===== src/rtl/core/base64_stream_decoder_macros.svh =====
// Assertion helpers used by the decoder queue RTL.
`ifndef BASE64_STREAM_DECODER_MACROS_SVH
`define BASE64_STREAM_DECODER_MACROS_SVH

// Same-cycle implication.
`define B64D_ASSERT_NOW(lbl, ante, cons, msg) \
	lbl: assert property (@(posedge clk) disable iff (!arst_n) (ante) |-> (cons)) \
		else $error(msg);

// Next-cycle implication.
`define B64D_ASSERT_NEXT(lbl, ante, cons, msg) \
	lbl: assert property (@(posedge clk) disable iff (!arst_n) (ante) |=> (cons)) \
		else $error(msg);

`endif


===== src/rtl/core/b64d_pkg.sv =====
package b64d_pkg;

	localparam logic [7:0] CHAR_UPPER_A = 8'd65;
	localparam logic [7:0] CHAR_UPPER_Z = 8'd90;
	localparam logic [7:0] CHAR_LOWER_A = 8'd97;
	localparam logic [7:0] CHAR_LOWER_Z = 8'd122;
	localparam logic [7:0] CHAR_DIGIT_0 = 8'd48;
	localparam logic [7:0] CHAR_DIGIT_9 = 8'd57;
	localparam logic [7:0] CHAR_PLUS    = 8'd43;
	localparam logic [7:0] CHAR_SLASH   = 8'd47;
	localparam logic [7:0] CHAR_PAD     = 8'd61;

	localparam logic [5:0] SYM_PLUS  = 6'd62;
	localparam logic [5:0] SYM_SLASH = 6'd63;

	localparam logic [2:0] PAD_COUNT_MAX = 3'd7;
	localparam logic [3:0] MARKS_ONE_PAD = 4'h8;
	localparam logic [3:0] MARKS_TWO_PAD = 4'hc;

	typedef enum logic [1:0] {
		SK_SKIP,
		SK_PAD,
		SK_DATA
	} sym_kind_t;

	typedef struct packed {
		sym_kind_t   kind;
		logic [5:0]  value;
	} sym_t;

	// One queued work unit: up to three bytes plus end-of-message status.
	typedef struct packed {
		logic [23:0] bytes;
		logic [1:0]  cnt;
		logic        msg_end;
		logic        msg_err;
	} entry_t;

	function automatic sym_t map_char(input logic [7:0] c);
		sym_t s;
		logic [7:0] t;
		s.kind  = SK_DATA;
		s.value = '0;
		t       = '0;
		if (c >= CHAR_UPPER_A && c <= CHAR_UPPER_Z) begin
			t = c - CHAR_UPPER_A;
			s.value = t[5:0];
		end else if (c >= CHAR_LOWER_A && c <= CHAR_LOWER_Z) begin
			t = c - 8'd71;
			s.value = t[5:0];
		end else if (c >= CHAR_DIGIT_0 && c <= CHAR_DIGIT_9) begin
			t = c + 8'd4;
			s.value = t[5:0];
		end else if (c == CHAR_PLUS) begin
			s.value = SYM_PLUS;
		end else if (c == CHAR_SLASH) begin
			s.value = SYM_SLASH;
		end else if (c == CHAR_PAD) begin
			s.kind = SK_PAD;
		end else begin
			s.kind = SK_SKIP;
		end
		return s;
	endfunction

endpackage


===== src/rtl/core/b64d_front.sv =====
module b64d_front (
	input  logic                clk,
	input  logic                arst_n,
	input  logic                in_valid,
	output logic                in_ready,
	input  logic [7:0]          char_code,
	input  logic                msg_last,
	input  logic                full,
	output logic                push,
	output b64d_pkg::entry_t    entry
);

	logic [5:0] store_q [3];
	logic [3:0] pad_marks_q;
	logic [1:0] count_q;
	logic [2:0] pad_count_q;
	logic       error_seen_q;

	b64d_pkg::sym_t ch;
	logic       acc;
	logic       is_sym;
	logic       is_pad;
	logic [5:0] sym_val;
	logic [3:0] marks_new;
	logic [2:0] pads_new;
	logic       complete;
	logic       ok;
	logic [1:0] cnt_raw;
	logic       err_new;

	assign in_ready = !full;
	assign acc      = in_valid && in_ready;

	always_comb begin
		ch        = b64d_pkg::map_char(char_code);
		is_sym    = ch.kind != b64d_pkg::SK_SKIP;
		is_pad    = ch.kind == b64d_pkg::SK_PAD;
		sym_val   = is_pad ? 6'd0 : ch.value;
		marks_new = pad_marks_q | (is_pad ? (4'b0001 << count_q) : 4'b0000);
		pads_new  = (is_pad && pad_count_q != b64d_pkg::PAD_COUNT_MAX) ?
			pad_count_q + 3'd1 : pad_count_q;
		complete  = is_sym && count_q == 2'd3;
		case (pads_new)
			3'd0: begin
				ok      = 1'b1;
				cnt_raw = 2'd3;
			end
			3'd1: begin
				ok      = marks_new == b64d_pkg::MARKS_ONE_PAD && store_q[2][1:0] == 2'd0;
				cnt_raw = 2'd2;
			end
			3'd2: begin
				ok      = marks_new == b64d_pkg::MARKS_TWO_PAD && store_q[1][3:0] == 4'd0;
				cnt_raw = 2'd1;
			end
			default: begin
				ok      = 1'b0;
				cnt_raw = 2'd0;
			end
		endcase
		err_new       = error_seen_q || (complete && !ok);
		entry.bytes   = {store_q[0], store_q[1], store_q[2], sym_val};
		entry.cnt     = (complete && ok && !error_seen_q) ? cnt_raw : 2'd0;
		entry.msg_end = msg_last;
		// a group still open at the message end is malformed
		entry.msg_err = err_new || !complete;
		push          = acc && (entry.cnt != 2'd0 || msg_last);
	end

	always_ff @(posedge clk or negedge arst_n) begin
		if (!arst_n) begin
			store_q      <= '{default: '0};
			pad_marks_q  <= '0;
			count_q      <= '0;
			pad_count_q  <= '0;
			error_seen_q <= 1'b0;
		end else if (acc) begin
			if (msg_last || complete) begin
				store_q      <= '{default: '0};
				pad_marks_q  <= '0;
				count_q      <= '0;
				pad_count_q  <= '0;
				error_seen_q <= msg_last ? 1'b0 : err_new;
			end else begin
				if (is_sym) begin
					store_q[count_q] <= sym_val;
					pad_marks_q      <= marks_new;
					pad_count_q      <= pads_new;
					count_q          <= count_q + 2'd1;
				end
			end
		end
	end

endmodule


===== src/rtl/core/b64d_fifo.sv =====
`include "base64_stream_decoder_macros.svh"

module b64d_fifo #(
	parameter int DEPTH = 4
) (
	input  logic             clk,
	input  logic             arst_n,
	input  logic             push,
	input  b64d_pkg::entry_t din,
	input  logic             pop,
	output b64d_pkg::entry_t dout,
	output logic             full,
	output logic             empty
);

	localparam int PTR_W = (DEPTH > 1) ? $clog2(DEPTH) : 1;
	localparam int CNT_W = $clog2(DEPTH + 1);
	localparam logic [PTR_W-1:0] PTR_LAST = PTR_W'(DEPTH - 1);
	localparam logic [CNT_W-1:0] CNT_FULL = CNT_W'(DEPTH);
	localparam logic [PTR_W-1:0] PTR_ONE  = PTR_W'(1);
	localparam logic [CNT_W-1:0] CNT_ONE  = CNT_W'(1);

	b64d_pkg::entry_t mem_q [DEPTH];
	logic [PTR_W-1:0] wr_ptr_q;
	logic [PTR_W-1:0] rd_ptr_q;
	logic [CNT_W-1:0] count_q;

	assign full  = count_q == CNT_FULL;
	assign empty = count_q == '0;
	assign dout  = mem_q[rd_ptr_q];

	always_ff @(posedge clk) begin
		if (push) begin
			mem_q[wr_ptr_q] <= din;
		end
	end

	always_ff @(posedge clk or negedge arst_n) begin
		if (!arst_n) begin
			wr_ptr_q <= '0;
			rd_ptr_q <= '0;
			count_q  <= '0;
		end else begin
			if (push) begin
				wr_ptr_q <= (wr_ptr_q == PTR_LAST) ? '0 : wr_ptr_q + PTR_ONE;
			end
			if (pop) begin
				rd_ptr_q <= (rd_ptr_q == PTR_LAST) ? '0 : rd_ptr_q + PTR_ONE;
			end
			if (push && !pop) begin
				count_q <= count_q + CNT_ONE;
			end else if (pop && !push) begin
				count_q <= count_q - CNT_ONE;
			end
		end
	end

	`B64D_ASSERT_NOW(a_no_overflow, push, !full, "queue written while full")
	`B64D_ASSERT_NOW(a_no_underflow, pop, !empty, "queue read while empty")
	`B64D_ASSERT_NOW(a_count_bound, 1'b1, count_q <= CNT_FULL, "queue count out of range")
	`B64D_ASSERT_NEXT(a_push_fills, push && !pop, !empty, "queue empty after write")

endmodule


===== src/rtl/core/b64d_back.sv =====
module b64d_back (
	input  logic             clk,
	input  logic             arst_n,
	input  b64d_pkg::entry_t head,
	input  logic             empty,
	output logic             pop,
	output logic             m_tvalid,
	input  logic             m_tready,
	output logic [15:0]      m_tdata,
	output logic             m_tlast,
	output logic [1:0]       m_tuser
);

	logic [1:0] idx_q;
	logic       valid_q;
	logic [7:0] byte_q;
	logic       run_last_q;
	logic       end_q;
	logic       err_q;
	logic       bvalid_q;

	logic [1:0] last_idx;
	logic       last_of;
	logic       load;
	logic [7:0] sel_byte;

	always_comb begin
		last_idx = (head.cnt == 2'd0) ? 2'd0 : head.cnt - 2'd1;
		last_of  = idx_q == last_idx;
		load     = !valid_q || m_tready;
		pop      = load && !empty && last_of;
		case (idx_q)
			2'd0:    sel_byte = head.bytes[23:16];
			2'd1:    sel_byte = head.bytes[15:8];
			default: sel_byte = head.bytes[7:0];
		endcase
	end

	always_ff @(posedge clk or negedge arst_n) begin
		if (!arst_n) begin
			valid_q    <= 1'b0;
			idx_q      <= '0;
			byte_q     <= '0;
			run_last_q <= 1'b0;
			end_q      <= 1'b0;
			err_q      <= 1'b0;
			bvalid_q   <= 1'b0;
		end else if (load) begin
			valid_q <= !empty;
			if (!empty) begin
				bvalid_q   <= head.cnt != 2'd0;
				byte_q     <= (head.cnt != 2'd0) ? sel_byte : 8'd0;
				run_last_q <= last_of;
				end_q      <= last_of && head.msg_end;
				err_q      <= last_of && head.msg_end && head.msg_err;
				idx_q      <= last_of ? 2'd0 : idx_q + 2'd1;
			end
		end
	end

	assign m_tvalid = valid_q;
	assign m_tdata  = {7'd0, run_last_q, byte_q};
	assign m_tlast  = end_q;
	assign m_tuser  = {err_q, bvalid_q};

endmodule


===== src/rtl/core/base64_stream_decoder.sv =====
// Base64 stream decoder: one character word in per cycle while s_tready is high,
// decoded bytes out. An entry is registered in the queue, then in the output stage.
// Throughput: 1 input word per cycle while s_tready is high; the output side emits
// 1 result word per cycle while m_tready is high, up to 3 per input word, buffered
// by a FIFO_DEPTH-entry queue; s_tready drops only while that queue is full.
// Reset: arst_n low clears group state, sticky error, queue and output valid.
module base64_stream_decoder #(
	parameter int FIFO_DEPTH = 4
) (
	input  logic        clk,
	input  logic        arst_n,
	input  logic        s_tvalid,
	output logic        s_tready,
	input  logic [7:0]  s_tdata,  // [7:0] char_code
	input  logic        s_tlast,  // message_last
	output logic        m_tvalid,
	input  logic        m_tready,
	output logic [15:0] m_tdata,  // [7:0] data_byte, [8] run_last, [15:9] zero
	output logic        m_tlast,  // message_end
	output logic [1:0]  m_tuser   // [0] byte_valid, [1] message_error
);

	b64d_pkg::entry_t push_entry;
	b64d_pkg::entry_t head_entry;
	logic push;
	logic pop;
	logic full;
	logic empty;

	b64d_front u_front (
		.clk       (clk),
		.arst_n    (arst_n),
		.in_valid  (s_tvalid),
		.in_ready  (s_tready),
		.char_code (s_tdata),
		.msg_last  (s_tlast),
		.full      (full),
		.push      (push),
		.entry     (push_entry)
	);

	b64d_fifo #(
		.DEPTH (FIFO_DEPTH)
	) u_fifo (
		.clk    (clk),
		.arst_n (arst_n),
		.push   (push),
		.din    (push_entry),
		.pop    (pop),
		.dout   (head_entry),
		.full   (full),
		.empty  (empty)
	);

	b64d_back u_back (
		.clk      (clk),
		.arst_n   (arst_n),
		.head     (head_entry),
		.empty    (empty),
		.pop      (pop),
		.m_tvalid (m_tvalid),
		.m_tready (m_tready),
		.m_tdata  (m_tdata),
		.m_tlast  (m_tlast),
		.m_tuser  (m_tuser)
	);

endmodule

===== config.mk =====
export PLATFORM = sky130hd
export DESIGN_NAME = base64_stream_decoder
export DESIGN_NICKNAME = d
export VERILOG_FILES = /design/src/rtl/core/b64d_pkg.sv /design/src/rtl/core/b64d_front.sv /design/src/rtl/core/b64d_fifo.sv /design/src/rtl/core/b64d_back.sv /design/src/rtl/core/base64_stream_decoder.sv
export VERILOG_INCLUDE_DIRS = /design/src /design/src/rtl/core
export SDC_FILE = /design/constraint.sdc
export NUM_CORES = 1
export LEC_CHECK = 0
export BUFFER_PORTS_ARGS = -buffer_cell sky130_fd_sc_hd__buf_4
export CAP_MARGIN = 5
export CORE_MARGIN = 1.5
export CORE_UTILIZATION = 55
export DETAILED_ROUTE_END_ITERATION = 10
export PLACE_DENSITY = 0.75
export REMOVE_ABC_BUFFERS = 1
export SKIP_LAST_GASP = 1
export SLEW_MARGIN = 40
export SYNTH_ARGS = -nofsm -noshare
export SYNTH_HDL_FRONTEND = slang
export SYNTH_SLANG_ARGS = --single-unit

===== constraint.sdc =====
create_clock -name clk -period 3.4 [get_ports clk]
set_input_delay 0.34 -clock clk [delete_from_list [all_inputs] [get_ports clk]]
set_output_delay 0.34 -clock clk [all_outputs]
set_load 0.01 [all_outputs]

Word level (Yosys, flattened, before mapping)
Memory sizes are Yosys's and may differ from the RTL's.
Cells that the tools add are included.
{"block": "word_totals", "reg_bits": 50, "output_inout_bits": 21, "elab_cells": 141, "n_memories": 1, "ramBits": 112}
{"name": "u_fifo.mem_q", "depth": 4, "width": 28, "read_ports": 1, "rd_clocked_by_memory_dff": 0, "write_ports": 1, "line_no": "b64d_fifo.sv:23", "text": "b64d_pkg::entry_t mem_q [DEPTH];"}
{"block": "classes", "n_addsub": 11, "n_eq_ne": 15, "n_reduce_logical": 46, "n_bitwise": 3, "shift": 1, "order_cmp": 8, "n_mux": 39}
{"operator": "$mux W6", "n": 7}
{"operator": "$mux W18", "n": 2}
{"operator": "$eq A8 B6 Y1 const B", "n": 3}
{"operator": "$mux W2", "n": 12}
{"operator": "$logic_and A1 B1 Y1", "n": 19}
{"operator": "$bwmux W18", "n": 1}
{"operator": "$ge A8 B7 Y1 const B", "n": 2}
{"operator": "$le A8 B7 Y1 const B", "n": 2}
{"operator": "$pmux W8 S2", "n": 1}
{"operator": "$mux W3", "n": 5}
{"operator": "$demux W6 S2", "n": 1}
{"operator": "$mux W4", "n": 3}
{"operator": "$reduce_bool A2 Y1", "n": 5}
{"operator": "$add A2 B1 Y2 const B", "n": 4}
{"operator": "$eq A4 B4 Y1 const B", "n": 2}
{"operator": "$ge A8 B6 Y1 const B", "n": 1}
{"operator": "$le A8 B6 Y1 const B", "n": 1}
{"operator": "$logic_not A1 Y1", "n": 8}
{"operator": "$mux W8", "n": 1}
{"operator": "$add A3 B1 Y3 const B", "n": 2}
{"operator": "$add A6 B3 Y6 const B", "n": 1}
{"operator": "$eq A2 B2 Y1 const B", "n": 3}
{"operator": "$logic_not A2 Y1", "n": 3}
{"operator": "$logic_not A3 Y1", "n": 2}
{"operator": "22 further kinds", "n": 32}

Longest topological paths before layout
{"block": "depth", "word_depth": 23, "mapped_depth": 17, "ltp_nobuf": 15}

Cells and area by module
A second synthesis with hierarchy kept.
{"block": "hier_totals", "hier_cells": 479, "area_unflattened_um2": 7470.9}
{"mod": "b64d_fifo", "area_each_um2": 4458.0, "cells_each": 183, "instances": 1}
{"mod": "b64d_front", "area_each_um2": 2090.8, "cells_each": 211, "instances": 1}
{"mod": "b64d_back", "area_each_um2": 922.1, "cells_each": 85, "instances": 1}

Worst setup path after synthesis
No wires, ideal clock.
{"block": "synth_timing", "path_kind": "input to register", "start": "in s_tdata[2]", "end": "reg u_fifo.count_q[2]", "arrival_time_ns": 3.462, "setup_time_ns": 0.079, "path_stages": 16, "path_slack_ns": -0.141, "required_ns": 3.321, "path_cell_list": "buf_2 > inv_2 > ha_1 > a21oi_1 > a41oi_1 > a2111oi_4 > a21oi_2 > nand2b_1 > o32a_4 > inv_1 > ha_1 > inv_1 > fa_1 > xor2_1 > nor2_1 > xor2_1"}
{"block": "synth_between", "elab_chain_cells": 22}
{"item": "start, declared", "line_no": "base64_stream_decoder.sv:14", "text": "input logic [7:0] s_tdata,"}
{"item": "$eq A8 B6 Y1", "line_no": "b64d_pkg.sv:58", "text": "end else if (c == CHAR_PAD) begin"}
{"item": "$mux W1", "line_no": "b64d_pkg.sv:58"}
{"item": "$mux W2", "line_no": "b64d_pkg.sv:56", "text": "end else if (c == CHAR_SLASH) begin"}
{"item": "$mux W2", "line_no": "b64d_pkg.sv:54", "text": "end else if (c == CHAR_PLUS) begin"}
{"item": "$mux W2", "line_no": "b64d_pkg.sv:51", "text": "end else if (c >= CHAR_DIGIT_0 && c <= CHAR_DIGIT_9) begin"}
{"item": "$mux W2", "line_no": "b64d_pkg.sv:48", "text": "end else if (c >= CHAR_LOWER_A && c <= CHAR_LOWER_Z) begin"}
{"item": "$mux W2 *", "line_no": "b64d_pkg.sv:45", "text": "if (c >= CHAR_UPPER_A && c <= CHAR_UPPER_Z) begin"}
{"item": "$eq A2 B1 Y1", "line_no": "b64d_front.sv:37", "text": "is_pad = ch.kind == b64d_pkg::SK_PAD;"}
{"item": "[7 not listed]"}
{"item": "$mux W2 *", "line_no": "b64d_front.sv:63", "text": "entry.cnt = (complete && ok && !error_seen_q) ? cnt_raw : 2'd0;"}
{"item": "$reduce_bool A2 Y1 *", "line_no": "b64d_front.sv:67", "text": "push = acc && (entry.cnt != 2'd0 || msg_last);"}
{"item": "$logic_or A1 B1 Y1 *", "line_no": "b64d_front.sv:67"}
{"item": "$logic_and A1 B1 Y1 *", "line_no": "b64d_front.sv:67"}
{"item": "via push", "line_no": "base64_stream_decoder.sv:25", "text": "logic push;"}
{"item": "$logic_not A1 Y1", "line_no": "b64d_fifo.sv:52", "text": "end else if (pop && !push) begin"}
{"item": "$logic_and A1 B1 Y1", "line_no": "b64d_fifo.sv:52"}
{"item": "$reduce_bool A2 Y1 (no line)"}
{"item": "end signal, assigned", "line_no": "b64d_fifo.sv:51", "text": "count_q <= count_q + CNT_ONE;"}
{"item": "end signal, assigned", "line_no": "b64d_fifo.sv:53", "text": "count_q <= count_q - CNT_ONE;"}
{"item": "end, declared", "line_no": "b64d_fifo.sv:26", "text": "logic [CNT_W-1:0] count_q;"}
Mark *: on every way through the listed nets, which the timed path passes. The rest lies on a longest branch.
A chain may end at the register's enable or synchronous reset.

Final worst setup path
{"block": "layout_timing", "start": "reg u_front.pad_count_q[0]", "end": "reg u_fifo.count_q[2]"}
{"block": "layout_between", "elab_chain_cells": 14}
{"item": "start, declared", "line_no": "b64d_front.sv:16", "text": "logic [2:0] pad_count_q;"}
{"item": "start signal, assigned", "line_no": "b64d_front.sv:88", "text": "pad_count_q <= pads_new;"}
{"item": "parallel branches: the longest is 2 deep, another holds $add A3 B1 Y3"}
{"item": "$mux W3 *", "line_no": "b64d_front.sv:40", "text": "pads_new = (is_pad && pad_count_q != b64d_pkg::PAD_COUNT_MAX) ?"}
{"item": "$eq A3 B2 Y1 (tied with other cells)", "line_no": "b64d_front.sv:43", "text": "case (pads_new)"}
{"item": "$pmux W1 S3", "line_no": "b64d_front.sv:43"}
{"item": "$logic_and A1 B1 Y1 (2 in series)", "line_no": "b64d_front.sv:63"}
{"item": "$mux W2 *", "line_no": "b64d_front.sv:63"}
{"item": "$reduce_bool A2 Y1 *", "line_no": "b64d_front.sv:67"}
{"item": "$logic_or A1 B1 Y1 *", "line_no": "b64d_front.sv:67"}
{"item": "$logic_and A1 B1 Y1 *", "line_no": "b64d_front.sv:67"}
{"item": "via push", "line_no": "base64_stream_decoder.sv:25"}
{"item": "$logic_not A1 Y1", "line_no": "b64d_fifo.sv:52"}
{"item": "$logic_and A1 B1 Y1", "line_no": "b64d_fifo.sv:52"}
{"item": "$reduce_bool A2 Y1 (no line)"}
Mark *: on every way through the listed nets, which the timed path passes.

==> impl_metrics.yaml <==
status:
  outcome: "finished clean"
logic_synthesis:
  synth_commonest_cells: "112 x edfxtp_1, 50 x dfrtp_1, 29 x a21oi_1"
  synthCells: 482
  number_of_enable_flip_flop_cells_after_synthesis: 112
  synth_area_leader_cell: "edfxtp_1"
  post_synthesis_simple_gate_area_fraction_pct: 6.63
  ys_dominant_reg_cell: "edfxtp_1"
  synthDistinctLibCells: 56
  ys_async_sr_fraction_pct: 30.9
  synth_most_common_cell: "edfxtp_1"
  ys_seq_elements: 162
  synth_area_um2: 7210
  sequential_fraction_of_the_synthesis_area_pct: 64.0
  ys_warn_count: 0
  yosysTopAreaCellShare_pct: 46.6
  post_synth_mux_area_share_pct: 10.3
  netlist_top_cells_area: "edfxtp_1 47%, dfrtp_1 17%, mux4_2 8.7%, ha_1 4.0%, a22o_1 3.2%"
  combinational_family_with_the_most_area_after_synthesis: "compound AO/OA/AOI/OAI gates"
  synth-compound-area-share_pct: 10.5
  synthAdderAreaFrac_pct: 4.27
  synthXorXnorAreaFrac_pct: 0.850
  avgSynthCellArea_um2: 15.0
drt:
  drtAntennaViolNets: 0
  totalWireLength_mm: 14.7
  routed_via_density: 5.93
  iter_0_drt_violations: 297
  via_count: 4277
  drt-pass1-iter-count: 4
  drc_errors: 0
  wl_met3_um: 766
  wire_per_inst_um: 20.4
  met2WireLength_mm: 7.63
  met1Wirelength_mm: 6.11
  route.top_layer_used: "met4"
placement:
  detailedPlacementHpwl_mm: 9.36
  place.gp.congestion: 0.807
  io_buffer_count: 26
timing:
  max_slew_margin_pct: 50.0
  timing.setup.tns_ns: 0
  unrepaired_setup_endpoints_after_global_routing: "false"
  count_of_final_max_slew_check_failures: 0
  finalHoldViolCount: 0
  clock.fmax_ghz: 0.309
  hold_ws_ns: 0.179
  worst_clock_skew_ns: 0.00718
  tightest_slew_ns: 0.747
  min_period_ns: 3.23
  finalSetupViolations: 0
  layout_worst_path_cycle_share_pct: 95.0
floorplanning:
  placement_rows: 41
  die-area_um2: 13800
  die-height_um: 118
  placeableCoreArea_um2: 12700
  start_util_pct: 56.7
  io_pins: 34
  die-width_um: 118
setup_path:
  worstPathRequired_ns: 3.74
  path_cells: "ha_1 -> ha_2 -> and3b_2 -> mux2i_1 -> a32oi_1 -> o31a_1 -> o32a_4 -> inv_1 -> ha_2 -> inv_1 -> fa_2 -> xor2_1 -> nor2_1 -> xor2_1"
  worstPathBufferInverterCount: 2
  rr_startpoint: "u_front.pad_count_q[0]$_DFFE_PN0P_"
  worstSetupStartpointType: "flop"
  path_class: "reg -> reg"
  critPathCaptureType: "flop"
  cp_max_fo: 3
  worst_ep_arrival_time_ns: 3.57
  worst_path_dominant_cell_family: "adder cells"
  cell_with_the_largest_stage_delay_on_the_worst_path: "dfrtp_1"
  worstSetupStartpoint: "u_front.pad_count_q[0]$_DFFE_PN0P_"
  slowest_delay_ns: 0.39
global_routing:
  grt_start_max_net_pins: 51
  global_route_wire_length_before_repair_mm: 23.9
  grt_util_all_layers_pct: 23.0
  overflow: 0
  grt_antenna_before_repair: 0
  first_global_vias: 4500
cells_and_area:
  final_core_util_pct: 65.2
  layout.nets: 574
  insertedDiodeCount: 0
  areaGrowthSynthToFinish_pct: 15.1
  post_route_cells_drive_above_1_share_pct: 23.5
clock_network:
  cts_root_buf: "clkbuf_16"
  cts_max_level: 4
  clkSinkCount: 162
  cts-buffers-inserted: 17
  clock_transition_at_the_register_clock_pins_on_the_worst_setup_and_hold_paths_after_cts_ns: 0.06
  maximum_buffer_depth_of_the_clock_tree: 2
  tritoncts: "yes"
  worstSkewPairLatency_ns: 0.42
pwr:
  power_density_nw_per_um2: 720
  leakagePower_nw: 3.22
  vdd_drop_max_mv: 0.288
worst_hold_path:
  hp-class: "in -> reg"
  hold_path.startpoint: "m_tready"
run:
  max_cap_violations: 0
==> what timing repair did <==
action / 4_1_cts / 5_1_grt
pin swaps: 0 / 3
resized for setup: 1 / 3
endpoints found under the hold margin: 50 / 0
cloned: 0 / 0
buffers inserted: 1 / 1
hold buffers: 1 / 0
setup endpoints to repair: 1 / 1
==> placed cells by master, fill, tap and decap left out, types with 3 or more instances in the layout <==
| cell type | netlist | final |
|---|---|---|
| nor4_1 | 3 | 3 |
| a21oi_1 | 29 | 29 |
| clkinv_2 | 0 | 3 |
| edfxtp_1 | 112 | 112 |
| ha_1 | 23 | 21 |
| clkbuf_16 | 0 | 17 |
| dfrtp_1 | 50 | 49 |
| a31oi_1 | 3 | 3 |
| buf_12 | 0 | 4 |
| nand2b_1 | 3 | 3 |
| o22ai_1 | 3 | 3 |
| clkinvlp_4 | 0 | 4 |
| mux2_4 | 3 | 3 |
| buf_4 | 11 | 52 |
| nor2b_1 | 5 | 5 |
| o2bb2ai_1 | 3 | 3 |
| conb_1 | 1 | 7 |
| nand2_1 | 26 | 26 |
| o21ai_1 | 5 | 5 |
| o21a_1 | 3 | 3 |
| a221o_1 | 3 | 3 |
| or3_1 | 3 | 3 |
| mux4_2 | 28 | 28 |
| mux2_2 | 4 | 4 |
| nor2_1 | 27 | 27 |
| o21ai_0 | 20 | 20 |
| xnor2_1 | 4 | 4 |
| and2_1 | 5 | 5 |
| and2b_1 | 4 | 4 |
| a22o_1 | 26 | 26 |
| clkinv_1 | 0 | 3 |
| xor2_1 | 3 | 3 |
| inv_1 | 22 | 22 |
==> power by group <==
part           internal [mW]  switching [mW]
Clock                  0.954           0.720
Combinational          0.810           0.911
Sequential              2.41           0.177
==> per-layer routing <==
layer / vias up / global-route usage (%)
li1: 1938 / -
met1: 2158 / 30.0
met2: 161 / 38.7
met3: 20 / 5.28
met4: 0 / 7.55
met5: - / 0
==> flip-flops by register name, indices dropped and copies added, names as in the netlist <==
| signal | cells |
|---|---|
| u_fifo.mem_q | 112 |
| u_front.pad_marks_q | 4 |
| u_back.run_last_q | 1 |
| u_front.count_q | 2 |
| u_back.byte_q | 8 |
| u_front.error_seen_q | 1 |
| u_back.m_tvalid | 1 |
| u_fifo.wr_ptr_q | 2 |
| u_front.entry | 18 |
| u_back.bvalid_q | 1 |
| u_front.pad_count_q | 3 |
| u_fifo.count_q | 3 |
| u_back.err_q | 1 |
| u_back.idx_q | 2 |
| u_fifo.rd_ptr_q | 2 |
| u_back.m_tlast | 1 |
==> layout make-up <==
class | count | area, µm²
sequential | 162 | 4620
clock buffer | 20 | 457
fill | 915 | 4420
inverter | 23 | 86.3
tap | 172 | 215
clock inverter | 11 | 65.1
multi-input combinational | 276 | 2380
timing repair buffer | 57 | 480
==> kinds of logic (layout without fill, tap and decap cells) <==
family                     Yosys count  after routing
adders and majority gates           24             24
other                                1              7
DFF                                162            162
and+or+nand+nor                     93             93
muxes                               37             37
xor gates and xnor gates             7              7
buffers and inverters               50            111
AOI/OAI and AO/OA                  108            108
==> worst min-delay path, cell delays in order <==
cell and delay, ns:
buf_4 0.08, inv_1 0.05, nand2_1 0.06, nand2_1 0.04
==> worst paths after layout <==
| check | to | slack [ns] | cells past startpoint |
|---|---|---|---|
| max in group asynchronous | u_fifo.rd_ptr_q[0]$_DFFE_PN0P_ | 2.43 | 2 |
| worst max register to register | u_fifo.count_q[2]$_DFFE_PN0P_ | 0.17 | 14 |
| worst min register to register | u_back.byte_q[5]$_DFFE_PN0P_ | 0.49 | 2 |
| worst max-delay path | u_fifo.count_q[2]$_DFFE_PN0P_ | 0.17 | 14 |
| worst min-delay path | u_back.m_tvalid$_DFFE_PN0N_ | 0.18 | 4 |
| min in group asynchronous | u_fifo.wr_ptr_q[0]$_DFFE_PN0P_ | 0.50 | 2 |
==> per-stage QoR <==
step / cell area [µm²] / total power [mW] / cells / setup WS [ns]
2_1_floorplan: 7070 / 3.74 / 461 / -0.274
3_3_place_gp: 7740 / 4.27 / 687 / 0.0322
3_5_place_dp: 7740 / 4.35 / 687 / -0.139
4_1_cts: 8290 / 6.03 / 720 / 0.00968
5_1_grt: 8300 / 6.29 / 721 / 0.0102
6_report: 8300 / 5.98 / 721 / 0.169
(Power assumes the default switching activity.)
